--- src/hw/rtl/sliding_window_variance_assert.svh ---
// Assertion macros for the sliding window variance block.
`ifndef SLIDING_WINDOW_VARIANCE_ASSERT_SVH
`define SLIDING_WINDOW_VARIANCE_ASSERT_SVH
`ifndef SYNTHESIS
`define SWV_ASSERT_IMPL(name, clk, rst_n, ante, cons, msg) \
  name: assert property (@(posedge clk) disable iff (!rst_n) (ante) |-> (cons)) \
    else $error(msg);
`define SWV_ASSERT_NEXT(name, clk, rst_n, ante, cons, msg) \
  name: assert property (@(posedge clk) disable iff (!rst_n) (ante) |=> (cons)) \
    else $error(msg);
`else
`define SWV_ASSERT_IMPL(name, clk, rst_n, ante, cons, msg)
`define SWV_ASSERT_NEXT(name, clk, rst_n, ante, cons, msg)
`endif
`endif

--- src/hw/rtl/swv_pkg.sv ---
// Shared types and constants of the sliding window variance block.
package swv_pkg;

  localparam int SAMPLE_W = 16;
  localparam int VAR_W    = 31;

  typedef logic signed [SAMPLE_W-1:0] sample_t;
  typedef logic        [VAR_W-1:0]    variance_t;

endpackage

--- src/hw/rtl/swv_stream_if.sv ---
// Valid/ready item channels: sample input and variance output.
interface swv_in_if;
  logic              valid;
  logic              ready;
  swv_pkg::sample_t  sample;

  modport source (output valid, output sample, input ready);
  modport sink   (input valid, input sample, output ready);
endinterface

interface swv_out_if;
  logic               valid;
  logic               ready;
  swv_pkg::variance_t window_variance;

  modport source (output valid, output window_variance, input ready);
  modport sink   (input valid, input window_variance, output ready);
endinterface

--- src/hw/rtl/swv_window.sv ---
// Delay line memory and running sum / sum-of-squares accumulators.
module swv_window #(
  parameter int WINDOW = 32
) (
  input  logic                                 clk_i,
  input  logic                                 rst_ni,
  input  logic                                 valid_i,
  output logic                                 ready_o,
  input  swv_pkg::sample_t                     sample_i,
  output logic                                 valid_o,
  input  logic                                 ready_i,
  output logic signed [16+$clog2(WINDOW)-1:0]  sum_o,
  output logic        [31+$clog2(WINDOW)-1:0]  sumsq_o
);
  import swv_pkg::*;

  localparam int LOG    = $clog2(WINDOW);
  localparam int PTR_W  = LOG;
  localparam int FILL_W = LOG + 1;
  localparam int SUM_W  = SAMPLE_W + LOG;
  localparam int SQ_W   = 31 + LOG;

  sample_t            hist_mem [WINDOW];
  logic [PTR_W-1:0]   ptr_q, ptr_d;
  logic [FILL_W-1:0]  fill_q;
  logic               accept;
  logic               en_a, en_b;

  logic               a_valid_q, a_full_q;
  sample_t            a_sample_q, a_old_q;
  logic               b_valid_q;
  logic signed [SUM_W-1:0] sum_q, sum_d;
  logic [SQ_W-1:0]    sumsq_q, sumsq_d;

  sample_t            old_v;
  logic signed [31:0] new_sq, old_sq;

  assign en_b    = !b_valid_q || ready_i;
  assign en_a    = !a_valid_q || en_b;
  assign ready_o = en_a;
  assign accept  = valid_i && en_a;

  assign ptr_d = (ptr_q == PTR_W'(WINDOW - 1)) ? '0 : ptr_q + 1'b1;

  // entries not yet written read as zero
  assign old_v   = a_full_q ? a_old_q : '0;
  assign new_sq  = a_sample_q * a_sample_q;
  assign old_sq  = old_v * old_v;
  assign sum_d   = sum_q + SUM_W'(a_sample_q) - SUM_W'(old_v);
  assign sumsq_d = sumsq_q + SQ_W'(new_sq[30:0]) - SQ_W'(old_sq[30:0]);

  always_ff @(posedge clk_i) begin
    if (accept) begin
      a_old_q          <= hist_mem[ptr_q];
      hist_mem[ptr_q]  <= sample_i;
      a_sample_q       <= sample_i;
    end
  end

  always_ff @(posedge clk_i or negedge rst_ni) begin
    if (!rst_ni) begin
      ptr_q     <= '0;
      fill_q    <= '0;
      a_valid_q <= 1'b0;
      a_full_q  <= 1'b0;
      b_valid_q <= 1'b0;
      sum_q     <= '0;
      sumsq_q   <= '0;
    end else begin
      if (accept) begin
        ptr_q    <= ptr_d;
        a_full_q <= (fill_q == FILL_W'(WINDOW));
        if (fill_q != FILL_W'(WINDOW)) begin
          fill_q <= fill_q + 1'b1;
        end
      end
      if (en_a) begin
        a_valid_q <= valid_i;
      end
      if (en_b) begin
        b_valid_q <= a_valid_q;
        if (a_valid_q) begin
          sum_q   <= sum_d;
          sumsq_q <= sumsq_d;
        end
      end
    end
  end

  assign valid_o = b_valid_q;
  assign sum_o   = sum_q;
  assign sumsq_o = sumsq_q;

endmodule

--- src/hw/rtl/swv_moments.sv ---
// Numerator N*sumsq - sum^2 over two register stages.
module swv_moments #(
  parameter int WINDOW = 32
) (
  input  logic                                 clk_i,
  input  logic                                 rst_ni,
  input  logic                                 valid_i,
  output logic                                 ready_o,
  input  logic signed [16+$clog2(WINDOW)-1:0]  sum_i,
  input  logic        [31+$clog2(WINDOW)-1:0]  sumsq_i,
  output logic                                 valid_o,
  input  logic                                 ready_i,
  output logic [31+2*$clog2(WINDOW)-1:0]       numer_o
);
  import swv_pkg::*;

  localparam int LOG   = $clog2(WINDOW);
  localparam int SUM_W = SAMPLE_W + LOG;
  localparam int NUM_W = 31 + 2 * LOG;

  logic                 en_c, en_d;
  logic                 c_valid_q, d_valid_q;
  logic [SUM_W-1:0]     mag;
  logic [2*SUM_W-1:0]   mag_sq;
  logic [NUM_W-1:0]     n_sumsq_d, n_sumsq_q, sum_sq_q, numer_q;

  assign en_d    = !d_valid_q || ready_i;
  assign en_c    = !c_valid_q || en_d;
  assign ready_o = en_c;

  assign mag       = sum_i[SUM_W-1] ? SUM_W'(-sum_i) : SUM_W'(sum_i);
  assign mag_sq    = mag * mag;
  assign n_sumsq_d = NUM_W'(sumsq_i) * NUM_W'(WINDOW);

  always_ff @(posedge clk_i) begin
    if (en_c) begin
      n_sumsq_q <= n_sumsq_d;
      sum_sq_q  <= NUM_W'(mag_sq);
    end
    if (en_d) begin
      numer_q <= (n_sumsq_q >= sum_sq_q) ? n_sumsq_q - sum_sq_q : '0;
    end
  end

  always_ff @(posedge clk_i or negedge rst_ni) begin
    if (!rst_ni) begin
      c_valid_q <= 1'b0;
      d_valid_q <= 1'b0;
    end else begin
      if (en_c) begin
        c_valid_q <= valid_i;
      end
      if (en_d) begin
        d_valid_q <= c_valid_q;
      end
    end
  end

  assign valid_o = d_valid_q;
  assign numer_o = numer_q;

endmodule

--- src/hw/rtl/swv_div.sv ---
// Division by the constant N*(N-1) as a reciprocal multiply over three register stages.
module swv_div #(
  parameter int WINDOW = 32
) (
  input  logic                            clk_i,
  input  logic                            rst_ni,
  input  logic                            valid_i,
  output logic                            ready_o,
  input  logic [31+2*$clog2(WINDOW)-1:0]  numer_i,
  output logic                            valid_o,
  input  logic                            ready_i,
  output swv_pkg::variance_t              quotient_o
);
  import swv_pkg::*;

  localparam int LOG     = $clog2(WINDOW);
  localparam int NUM_W   = 31 + 2 * LOG;
  localparam int Divisor = WINDOW * (WINDOW - 1);
  localparam int DIV_LOG = $clog2(Divisor);
  localparam int SHIFT   = NUM_W + DIV_LOG;
  localparam int POW_W   = SHIFT + 1;
  localparam int RCP_W   = NUM_W + 1;
  localparam int HALF    = (RCP_W + 1) / 2;
  localparam int NH_W    = NUM_W - HALF;
  localparam int MH_W    = RCP_W - HALF;
  localparam int LL_W    = 2 * HALF;
  localparam int HH_W    = NH_W + MH_W;
  localparam int HL_W    = NH_W + HALF;
  localparam int LH_W    = HALF + MH_W;
  localparam int CROSS_W = RCP_W + 1;
  localparam int PROD_W  = NUM_W + RCP_W;
  localparam int QF_W    = PROD_W - SHIFT;

  // ceil(2^SHIFT / Divisor) gives the exact floor quotient for any NUM_W-bit numerator
  localparam logic [POW_W-1:0] Pow2    = POW_W'(1) << SHIFT;
  localparam logic [RCP_W-1:0] Recip   =
    RCP_W'((Pow2 + POW_W'(Divisor - 1)) / POW_W'(Divisor));
  localparam logic [HALF-1:0]  RecipLo = Recip[HALF-1:0];
  localparam logic [MH_W-1:0]  RecipHi = Recip[RCP_W-1:HALF];

  logic                 en_e, en_f, en_g;
  logic                 e_valid_q, f_valid_q, g_valid_q;
  logic [HALF-1:0]      num_lo;
  logic [NH_W-1:0]      num_hi;
  logic [LL_W-1:0]      pp_ll_q;
  logic [HH_W-1:0]      pp_hh_q;
  logic [HL_W-1:0]      pp_hl_q;
  logic [LH_W-1:0]      pp_lh_q;
  logic [PROD_W-1:0]    base_q;
  logic [CROSS_W-1:0]   cross_q;
  logic [PROD_W-1:0]    prod;
  logic [QF_W-1:0]      quo_full;
  variance_t            quo_d, quo_q;

  assign en_g    = !g_valid_q || ready_i;
  assign en_f    = !f_valid_q || en_g;
  assign en_e    = !e_valid_q || en_f;
  assign ready_o = en_e;

  assign num_lo = numer_i[HALF-1:0];
  assign num_hi = numer_i[NUM_W-1:HALF];

  assign prod     = base_q + (PROD_W'(cross_q) << HALF);
  assign quo_full = prod[PROD_W-1:SHIFT];
  assign quo_d    = (|quo_full[QF_W-1:VAR_W]) ? '1 : quo_full[VAR_W-1:0];

  always_ff @(posedge clk_i) begin
    if (en_e) begin
      pp_ll_q <= LL_W'(num_lo) * LL_W'(RecipLo);
      pp_hh_q <= HH_W'(num_hi) * HH_W'(RecipHi);
      pp_hl_q <= HL_W'(num_hi) * HL_W'(RecipLo);
      pp_lh_q <= LH_W'(num_lo) * LH_W'(RecipHi);
    end
    if (en_f) begin
      base_q  <= {pp_hh_q, pp_ll_q};
      cross_q <= CROSS_W'(pp_hl_q) + CROSS_W'(pp_lh_q);
    end
    if (en_g) begin
      quo_q <= quo_d;
    end
  end

  always_ff @(posedge clk_i or negedge rst_ni) begin
    if (!rst_ni) begin
      e_valid_q <= 1'b0;
      f_valid_q <= 1'b0;
      g_valid_q <= 1'b0;
    end else begin
      if (en_e) begin
        e_valid_q <= valid_i;
      end
      if (en_f) begin
        f_valid_q <= e_valid_q;
      end
      if (en_g) begin
        g_valid_q <= f_valid_q;
      end
    end
  end

  assign valid_o    = g_valid_q;
  assign quotient_o = quo_q;

endmodule

--- src/hw/rtl/sliding_window_variance.sv ---
// Top level of the sliding window variance block.
// Takes one signed 16-bit sample per item and returns, per item, the unbiased
// variance (N*sumsq - sum^2) / (N*(N-1)) of the last WINDOW samples, truncated;
// samples before the first WINDOW items count as zeros. Throughput is one item
// per clock while the output is not stalled. The path is seven register stages:
// two for the delay line read and accumulator update, two for the numerator, and
// three for the division by the constant N*(N-1), done as a multiply by its
// reciprocal split into partial products. Each stage holds its item only while
// the stage after it is full and stalled, so bubbles collapse and input is still
// taken while a result waits at the output. The delay line is a WINDOW-deep
// memory; a fill count masks entries not yet written, so no clearing pass is
// needed after reset.
`include "sliding_window_variance_assert.svh"

module sliding_window_variance #(
  parameter int WINDOW = 32
) (
  input  logic      clk_i,
  input  logic      rst_ni,
  swv_in_if.sink    in_i,
  swv_out_if.source out_o
);
  import swv_pkg::*;

  localparam int LOG     = $clog2(WINDOW);
  localparam int SUM_W   = SAMPLE_W + LOG;
  localparam int SQ_W    = 31 + LOG;
  localparam int NUM_W   = 31 + 2 * LOG;
  localparam int Divisor = WINDOW * (WINDOW - 1);
  localparam logic [NUM_W:0] NumLimit = (NUM_W + 1)'(Divisor) << VAR_W;

  logic                    acc_valid, acc_ready;
  logic signed [SUM_W-1:0] acc_sum;
  logic [SQ_W-1:0]         acc_sumsq;
  logic                    mom_valid, mom_ready;
  logic [NUM_W-1:0]        mom_numer;

  swv_window #(.WINDOW(WINDOW)) u_window (
    .clk_i    (clk_i),
    .rst_ni   (rst_ni),
    .valid_i  (in_i.valid),
    .ready_o  (in_i.ready),
    .sample_i (in_i.sample),
    .valid_o  (acc_valid),
    .ready_i  (acc_ready),
    .sum_o    (acc_sum),
    .sumsq_o  (acc_sumsq)
  );

  swv_moments #(.WINDOW(WINDOW)) u_moments (
    .clk_i   (clk_i),
    .rst_ni  (rst_ni),
    .valid_i (acc_valid),
    .ready_o (acc_ready),
    .sum_i   (acc_sum),
    .sumsq_i (acc_sumsq),
    .valid_o (mom_valid),
    .ready_i (mom_ready),
    .numer_o (mom_numer)
  );

  swv_div #(.WINDOW(WINDOW)) u_div (
    .clk_i      (clk_i),
    .rst_ni     (rst_ni),
    .valid_i    (mom_valid),
    .ready_o    (mom_ready),
    .numer_i    (mom_numer),
    .valid_o    (out_o.valid),
    .ready_i    (out_o.ready),
    .quotient_o (out_o.window_variance)
  );

  // an all-zero square sum means every sample in the window is zero
  `SWV_ASSERT_IMPL(a_zero_sumsq, clk_i, rst_ni, acc_valid && (acc_sumsq == '0), acc_sum == '0, "sum nonzero with zero square sum")
  // quotient must fit the result width
  `SWV_ASSERT_IMPL(a_numer_range, clk_i, rst_ni, mom_valid, {1'b0, mom_numer} < NumLimit, "numerator out of range")
  // accumulators hold while their stage is stalled
  `SWV_ASSERT_NEXT(a_acc_hold, clk_i, rst_ni, acc_valid && !acc_ready, $stable(acc_sum) && $stable(acc_sumsq), "accumulators moved during stall")

endmodule

--- src/flat_wrapper.sv ---
// flat-port wrapper written by rule: the top's interface ports become plain ports
module sliding_window_variance_flat import swv_pkg::*;
#(
  parameter int WINDOW = 32
)
  (clk_i, rst_ni, in_i_valid, in_i_sample, in_i_ready, out_o_valid, out_o_window_variance, out_o_ready);
  swv_in_if in_i_i ();
  swv_out_if out_o_i ();
  input  logic clk_i;
  input  logic rst_ni;
  input wire logic [$bits(in_i_i.valid)-1:0] in_i_valid;
  input wire logic [$bits(in_i_i.sample)-1:0] in_i_sample;
  output wire logic [$bits(in_i_i.ready)-1:0] in_i_ready;
  output wire logic [$bits(out_o_i.valid)-1:0] out_o_valid;
  output wire logic [$bits(out_o_i.window_variance)-1:0] out_o_window_variance;
  input wire logic [$bits(out_o_i.ready)-1:0] out_o_ready;
  assign in_i_i.valid = in_i_valid;
  assign in_i_i.sample = in_i_sample;
  assign in_i_ready = in_i_i.ready;
  assign out_o_valid = out_o_i.valid;
  assign out_o_window_variance = out_o_i.window_variance;
  assign out_o_i.ready = out_o_ready;
  sliding_window_variance #(.WINDOW(WINDOW)) u_core (.clk_i(clk_i), .rst_ni(rst_ni), .in_i(in_i_i), .out_o(out_o_i));
endmodule
--- config.mk ---
export PLATFORM = sky130hd
export DESIGN_NAME = sliding_window_variance_flat
export DESIGN_NICKNAME = d
export VERILOG_FILES = /design/src/hw/rtl/swv_pkg.sv /design/src/hw/rtl/swv_stream_if.sv /design/src/hw/rtl/swv_window.sv /design/src/hw/rtl/swv_moments.sv /design/src/hw/rtl/swv_div.sv /design/src/hw/rtl/sliding_window_variance.sv /design/src/flat_wrapper.sv
export VERILOG_INCLUDE_DIRS = /design/src /design/src/hw/rtl
export SDC_FILE = /design/constraint.sdc
export NUM_CORES = 2
export LEC_CHECK = 0
export ABC_AREA = 1
export BUFFER_PORTS_ARGS = -buffer_cell sky130_fd_sc_hd__buf_2
export CAP_MARGIN = 20
export CORE_MARGIN = 2
export CORE_UTILIZATION = 30
export DETAILED_ROUTE_END_ITERATION = 16
export PLACE_DENSITY = 0.42
export REMOVE_ABC_BUFFERS = 1
export SYNTH_ARGS = -nofsm -noshare
export SYNTH_HDL_FRONTEND = slang
export SYNTH_SLANG_ARGS = --single-unit
--- constraint.sdc ---
create_clock -name clk_i -period 7.7 [get_ports clk_i]
set_clock_uncertainty 0.2 [all_clocks]
set_input_delay 1.54 -clock clk_i [delete_from_list [all_inputs] [get_ports clk_i]]
set_output_delay 1.54 -clock clk_i [all_outputs]
set_load 0.02 [all_outputs]
Yosys cells after proc, flatten, opt, wreduce, memory -nomap -nowiden
Memory sizes are Yosys's and may differ from the RTL's. A register that Yosys moved wholly into a read port is not among the register bits. Index checks and enable logic that the tools add are counted.

Register bits after elaboration: 521. Bits in latches: 0. RAM bits: 512. Memory bits (read-only): 0. Bits of input ports: 20. Output and inout port bits: 33. Logic and storage cells: 67. Memories kept: 1.

Memory list: u_core.u_window.hist_mem (depth 32, bits a word 16, rd ports 1, clocked after memory_dff 1, wr ports 1, RTL line swv_window.sv:23) `sample_t hist_mem [WINDOW];`.

Add/sub/neg operators: 10. $mul: 7. Divide/modulo/power cells: 0. Order comparisons: 1. Eq/ne operators: 3. Shift-type cells: 0. Multiplexer cells: 5. Bitwise gates (word level): 0. Reductions and logical operators: 17.

Operators by type and width (number): $add A83 B64 Y83 (1); $mul A16 B16 Y31 (2); $add A37 B42 Y43 (1); $mul A21 B21 Y42 const B (1); $ge A41 B41 Y1 (1); $mul A20 B21 Y41 const B (1); $mul A21 B21 Y41 (1); $sub A41 B41 Y41 (1); $mul A21 B17 Y38 const B (1); $mul A20 B17 Y37 const B (1); $add A36 B31 Y36 (1); $sub A36 B31 Y36 (1); $add A21 B16 Y21 (1); $mux W21 (1); $neg A21 Y21 (1); $sub A21 B16 Y21 (1); $mux W16 (1); $logic_not A1 Y1 (7); $logic_or A1 B1 Y1 (7); $add A6 B1 Y6 const B (1); $eq A6 B6 Y1 const B (1); $ne A6 B6 Y1 const B (1); $add A5 B1 Y5 const B (1); $eq A5 B5 Y1 const B (1); other kinds (4) (6).

Longest topological paths before layout
Depth in word-level cells: 11. Gate-level depth with buffers: 42. Depth with buffers taken out: 40.

Cells and area by module
A second synthesis with hierarchy kept.

Cell total of the unflattened synthesis: 11444. Area total of the unflattened synthesis: 98152.9 um^2.

Modules (own cells, without submodules): swv_window (times used 1, cells each 4860, area an instance 46649.7 um^2, seq. area each 18112.4 um^2); swv_div (times used 1, cells each 3845, area an instance 30244.0 um^2, seq. area each 8122.8 um^2); swv_moments (times used 1, cells each 2739, area an instance 21259.1 um^2, seq. area each 3533.4 um^2).

Least setup slack after synthesis
Ideal clock, no wire load.

Path type: register -> register. Start: reg u_core.u_window.a_sample_q[15]. End: reg u_core.u_window.sumsq_q[24] (netlist: u_core.u_window.sumsq_o[24]). Setup time: 0.117 ns. Data arrival time: 7.401 ns. Data required time: 7.383 ns. Slack: -0.018 ns. Stages on the path, launching flop included: 31. Path buffers: 2. Period minus slack after synthesis: 7.718 ns. Cells stage by stage: edfxtp_1 clkbuf_1 buf_1 nand2_1 fa_1 inv_1 fa_1 fa_1 fa_1 fa_1 inv_1 fa_1 inv_1 ha_1 nand2_1 nor4_1 nand2_1 nand2_1 xor2_1 fa_1 ha_1 nand2_1 nor2_1 inv_1 nor2_1 inv_1 or2_2 nand3_1 nand2_1 nand3_1 nand2_1.

Word-level cells in the longest chain between the ends: 3.

Ends and longest elaborated chain: start: declaration (RTL line swv_window.sv:30) `sample_t a_sample_q, a_old_q;`; start signal: assignment (RTL line swv_window.sv:56) `a_sample_q <= sample_i;`; $mul A16 B16 Y31 (RTL line swv_window.sv:47) `assign new_sq = a_sample_q * a_sample_q;`; $add A36 B31 Y36 (RTL line swv_window.sv:50) `assign sumsq_d = sumsq_q + SQ_W'(new_sq[30:0]) - SQ_W'(old_sq[30:0]);`; $sub A36 B31 Y36 (RTL line swv_window.sv:50); end signal: assignment (RTL line swv_window.sv:84) `sumsq_q <= sumsq_d;`; end: declaration (RTL line swv_window.sv:33) `logic [SQ_W-1:0] sumsq_q, sumsq_d;`.

Every way passes these cells. A chain may end at the register's enable or synchronous reset.

Worst setup path after layout
Start: reg u_core.u_window.a_sample_q[12]. End: reg u_core.u_window.sumsq_q[28] (netlist: u_core.u_window.sumsq_o[28]).

The elaborated chain is that of the path after synthesis.

==> metrics.cfg <==
[clock_network]
cts.root.buffer_cell = sky130_fd_sc_hd__clkbuf_16
insertion_delay_ns = 0.90
cts_htree_levels = 3
clock_pin_slew_on_the_worst_setup_and_hold_paths_ns = 0.07
largest_buffer_count_on_any_clock_path = 4
cts_hold_buf = 0
total_clock_sinks = 1003
tritoncts = done
tritoncts_buffers = 124

[finish]
finalNonFillerCells = 16500
leading_cell_types_in_the_layout_fill_and_taps_excluded = 2255 x sky130_fd_sc_hd__inv_1, 1984 x sky130_fd_sc_hd__nand2_1, 1045 x sky130_fd_sc_hd__nor2_1, 927 x sky130_fd_sc_hd__edfxtp_1, 890 x sky130_fd_sc_hd__fa_1
ff_latch_area_mm2 = 0.0297
layout.cells.most_common = sky130_fd_sc_hd__inv_1
area_growth_pct = 21.6
num-fill-cells = 33000
multi_input_logic_area_mm2 = 0.0618
share_of_final_layout_standard_cells_stronger_than_drive_strength_1_pct = 17.0
number_of_nets_at_the_end_of_the_flow = 14000

[place]
port_buffers = 52
dp.cells = 16200
place_congestion = 0.939
hpwl_um = 268000

[sta]
rsz0062_at_grt = true
final-max-slew-violation-count = 0
fmax_mhz = 132
timing.setup.tns_ns = 0
worstMarginPinSlew_ns = 0.961
setup_viol = 0
fin_crit_sh_pct = 98.0
hold_violations = 0
min_period_ns = 7.55
max_slew_margin_pct = 35.7

[setup_path]
worst_ep_arrival_time_ns = 8.10
cp.required_ns = 8.25
start_kind = flip-flop
cpMaxStageDelayCell = sky130_fd_sc_hd__fa_1
critPathCapture = u_core.u_window.sumsq_o[28]
crit_fanout = 4
worst_r2r_startpoint = u_core.u_window.a_sample_q[12]
ff2ff_path_depth = 34
crit_path_end_kind = flip-flop
slowest_delay_ns = 0.54
end_of_the_worst_register_to_register_path = u_core.u_window.sumsq_o[28]
most_frequent_cell_on_the_critical_path = sky130_fd_sc_hd__fa_1
path_class = flip-flop to flip-flop
worstSetupStartpoint = u_core.u_window.a_sample_q[12]
regToRegSetupSlack_ns = 0.15

[routing]
initial_drt_markers = 4335
wl_per_cell_um = 19.9
ant_nets = 0
route.vias.total = 76800
wl_um = 329000
vias_per_inst = 4.64
detail_route.first_pass.iterations = 6
post-route-drc-count = 0

[global_route]
grt_overflow_total = 0
global_route_usage_sum_pct = 19.8
grt_met2_usage_pct = 35.3
groute.layer.met3.usage_pct = 1.58
first_pass_grt_wire_length_um = 498000
busiest_layer = met2
grtUsageMet1_pct = 26.0
largest_net_degree_at_the_start_of_global_routing = 132
number_of_global_route_vias_before_repair = 80900
grt_antenna_before_repair = 4

[synthesis]
yosys.area.top_type = sky130_fd_sc_hd__edfxtp_1
post_synth.cell_area_avg_um2 = 8.65
yosys_most_used_dff = sky130_fd_sc_hd__edfxtp_1
ys_types = 55
synth_sequential_area_ratio_pct = 30.6
synthesized_flop_and_latch_total = 1003
async_set_or_reset_register_ratio_after_synthesis_pct = 7.58
synthCells = 11200
post_synth_main_area_contributors = sky130_fd_sc_hd__edfxtp_1 29%, sky130_fd_sc_hd__fa_1 19%, sky130_fd_sc_hd__ha_1 12%
post-synth-top-area-fraction_pct = 28.7
synth_edf_count = 927
post_synth_instance_area_mm2 = 0.0970
yosys_warnings = 0

[die]
die_span_in_y_um = 573
coreArea_mm2 = 0.321
die_area_mm2 = 0.328
initial_utilization_pct = 30.2
placementRows = 208
die-width_um = 573
ios = 53

[hold_path]
hold_depth = 0
min_delay_worst_type = flip-flop to flip-flop

[run_status]
outcome = finished, final reports clean

[job]
maxCapViolations = 0

[layout make-up]
type | count | area share, %
clock inverter | 81 | 0.797
tap | 4305 | 4.57
clock buffer | 145 | 2.76
multi-input combinational | 7662 | 52.4
timing repair buffer | 958 | 6.59
antenna | 4 | 0.00848
inverter | 2388 | 7.67
sequential | 1003 | 25.2
[stage by stage]
stage	setup slack (ns)	hold WS [ns]	cell area (um^2)	util [%]
after floorplan	-0.973	0.200	96300	-
after global placement	-0.625	0.205	108000	33.7
after detailed placement	-0.727	0.205	108000	33.7
after CTS	-0.00521	0.216	114000	35.4
after global routing	-0.195	0.229	118000	36.7
final	0.152	0.215	118000	36.7
[repair_timing]
action,4_1_cts,5_1_grt
endpoints found under the hold margin,0,0
cloned,1,1
setup buffers,26,79
setup endpoints to repair,42,51
resized for setup,301,890
pin swaps,108,371
[worst min-delay path by stage]
stage	from	endpoint
3_5_place_dp	u_core.u_div.pp_hh_q[12]	u_core.u_div.base_q[54]
4_1_cts	u_core.u_div.pp_hh_q[12]	u_core.u_div.base_q[54]
6_report	u_core.u_div.pp_hh_q[12]	u_core.u_div.base_q[54]
2_1_floorplan	u_core.u_div.pp_ll_q[21]	u_core.u_div.base_q[21]
3_3_place_gp	u_core.u_div.pp_hh_q[28]	u_core.u_div.base_q[70]
5_1_grt	u_core.u_div.pp_ll_q[34]	u_core.u_div.base_q[34]
[kinds of logic (layout without fill, tap and decap cells)]
group	count (synthesis)	count (layout)	synth area share (%)
buffers and inverters	2571	3572	10.1
AO/OA/AOI/OAI	1346	1346	7.72
flip-flops	1003	1003	30.6
adder cells (fa/ha/maj)	1875	1875	31.5
other	2	19	0.00774
AND/OR/NAND/NOR	4153	4153	17.6
XOR/XNOR	273	273	2.48
[state kept, by name (all words and copies together) (netlist names), 5 cells and up]
signal	cells
u_core.u_moments.n_sumsq_q	36
u_core.u_window.fill_q	6
u_core.u_window.hist_mem	512
u_core.u_window.a_old_q	16
u_core.u_window.sum_o	21
u_core.u_div.pp_hl_q	36
u_core.u_window.ptr_q	5
u_core.u_moments.numer_o	40
u_core.u_window.sumsq_o	36
u_core.u_moments.sum_sq_q	40
u_core.u_div.pp_lh_q	41
u_core.u_window.a_sample_q	16
u_core.u_div.cross_q	43
u_core.u_div.base_q	58
u_core.u_div.pp_hh_q	41
u_core.u_div.pp_ll_q	17
u_core.u_div.quotient_o	31
[synth_stat cells, types with 5 or more instances]
cell type and instances:
sky130_fd_sc_hd__dfrtp_1 76, sky130_fd_sc_hd__a21oi_1 430, sky130_fd_sc_hd__nor3_1 81, sky130_fd_sc_hd__nand2_2 18, sky130_fd_sc_hd__a31oi_1 28, sky130_fd_sc_hd__nor2_4 7
sky130_fd_sc_hd__nand3_2 21, sky130_fd_sc_hd__xnor2_1 95, sky130_fd_sc_hd__clkbuf_1 104, sky130_fd_sc_hd__fa_1 944, sky130_fd_sc_hd__a21o_1 47, sky130_fd_sc_hd__o21ai_1 6
sky130_fd_sc_hd__buf_2 61, sky130_fd_sc_hd__o211ai_1 14, sky130_fd_sc_hd__a211oi_1 5, sky130_fd_sc_hd__o21ai_0 552, sky130_fd_sc_hd__inv_1 2364, sky130_fd_sc_hd__a21boi_0 18
sky130_fd_sc_hd__nand4_1 107, sky130_fd_sc_hd__nor2_1 1204, sky130_fd_sc_hd__nor4_1 20, sky130_fd_sc_hd__a221oi_1 8, sky130_fd_sc_hd__ha_1 931, sky130_fd_sc_hd__nand3b_1 27
sky130_fd_sc_hd__nand2_1 2168, sky130_fd_sc_hd__inv_2 18, sky130_fd_sc_hd__nor2_2 12, sky130_fd_sc_hd__buf_4 7, sky130_fd_sc_hd__or2_2 22, sky130_fd_sc_hd__buf_6 6
sky130_fd_sc_hd__edfxtp_1 927, sky130_fd_sc_hd__o22ai_1 130, sky130_fd_sc_hd__and2_1 8, sky130_fd_sc_hd__buf_1 5, sky130_fd_sc_hd__o21bai_1 48, sky130_fd_sc_hd__o21a_1 22
sky130_fd_sc_hd__a22o_1 27, sky130_fd_sc_hd__xor2_1 177, sky130_fd_sc_hd__nand3_1 444
[routing by layer]
| metal | wire, um | share of wire [%] | vias up |
|---|---|---|---|
| met5 | 13 | 0.0039 | - |
| met4 | 8680 | 2.6 | 2 |
| met3 | 9170 | 2.8 | 330 |
| met2 | 163000 | 49 | 1219 |
| met1 | 149000 | 45 | 37700 |
| li1 | - | - | 37500 |
[critical path: cells and delay by family (launching register included)]
family | cells | cell delay [ns]
fa+ha+maj | 9 | 4.18
buf+inv | 11 | 1.00
compound gates | 1 | 0.26
simple gates | 12 | 1.14
flops | 1 | 0.41
xor+xnor | 1 | 0.26
Power is left out: the tool's default activity adds up to more than one toggle a clock period on the data nets, which glitch-free logic cannot reach.
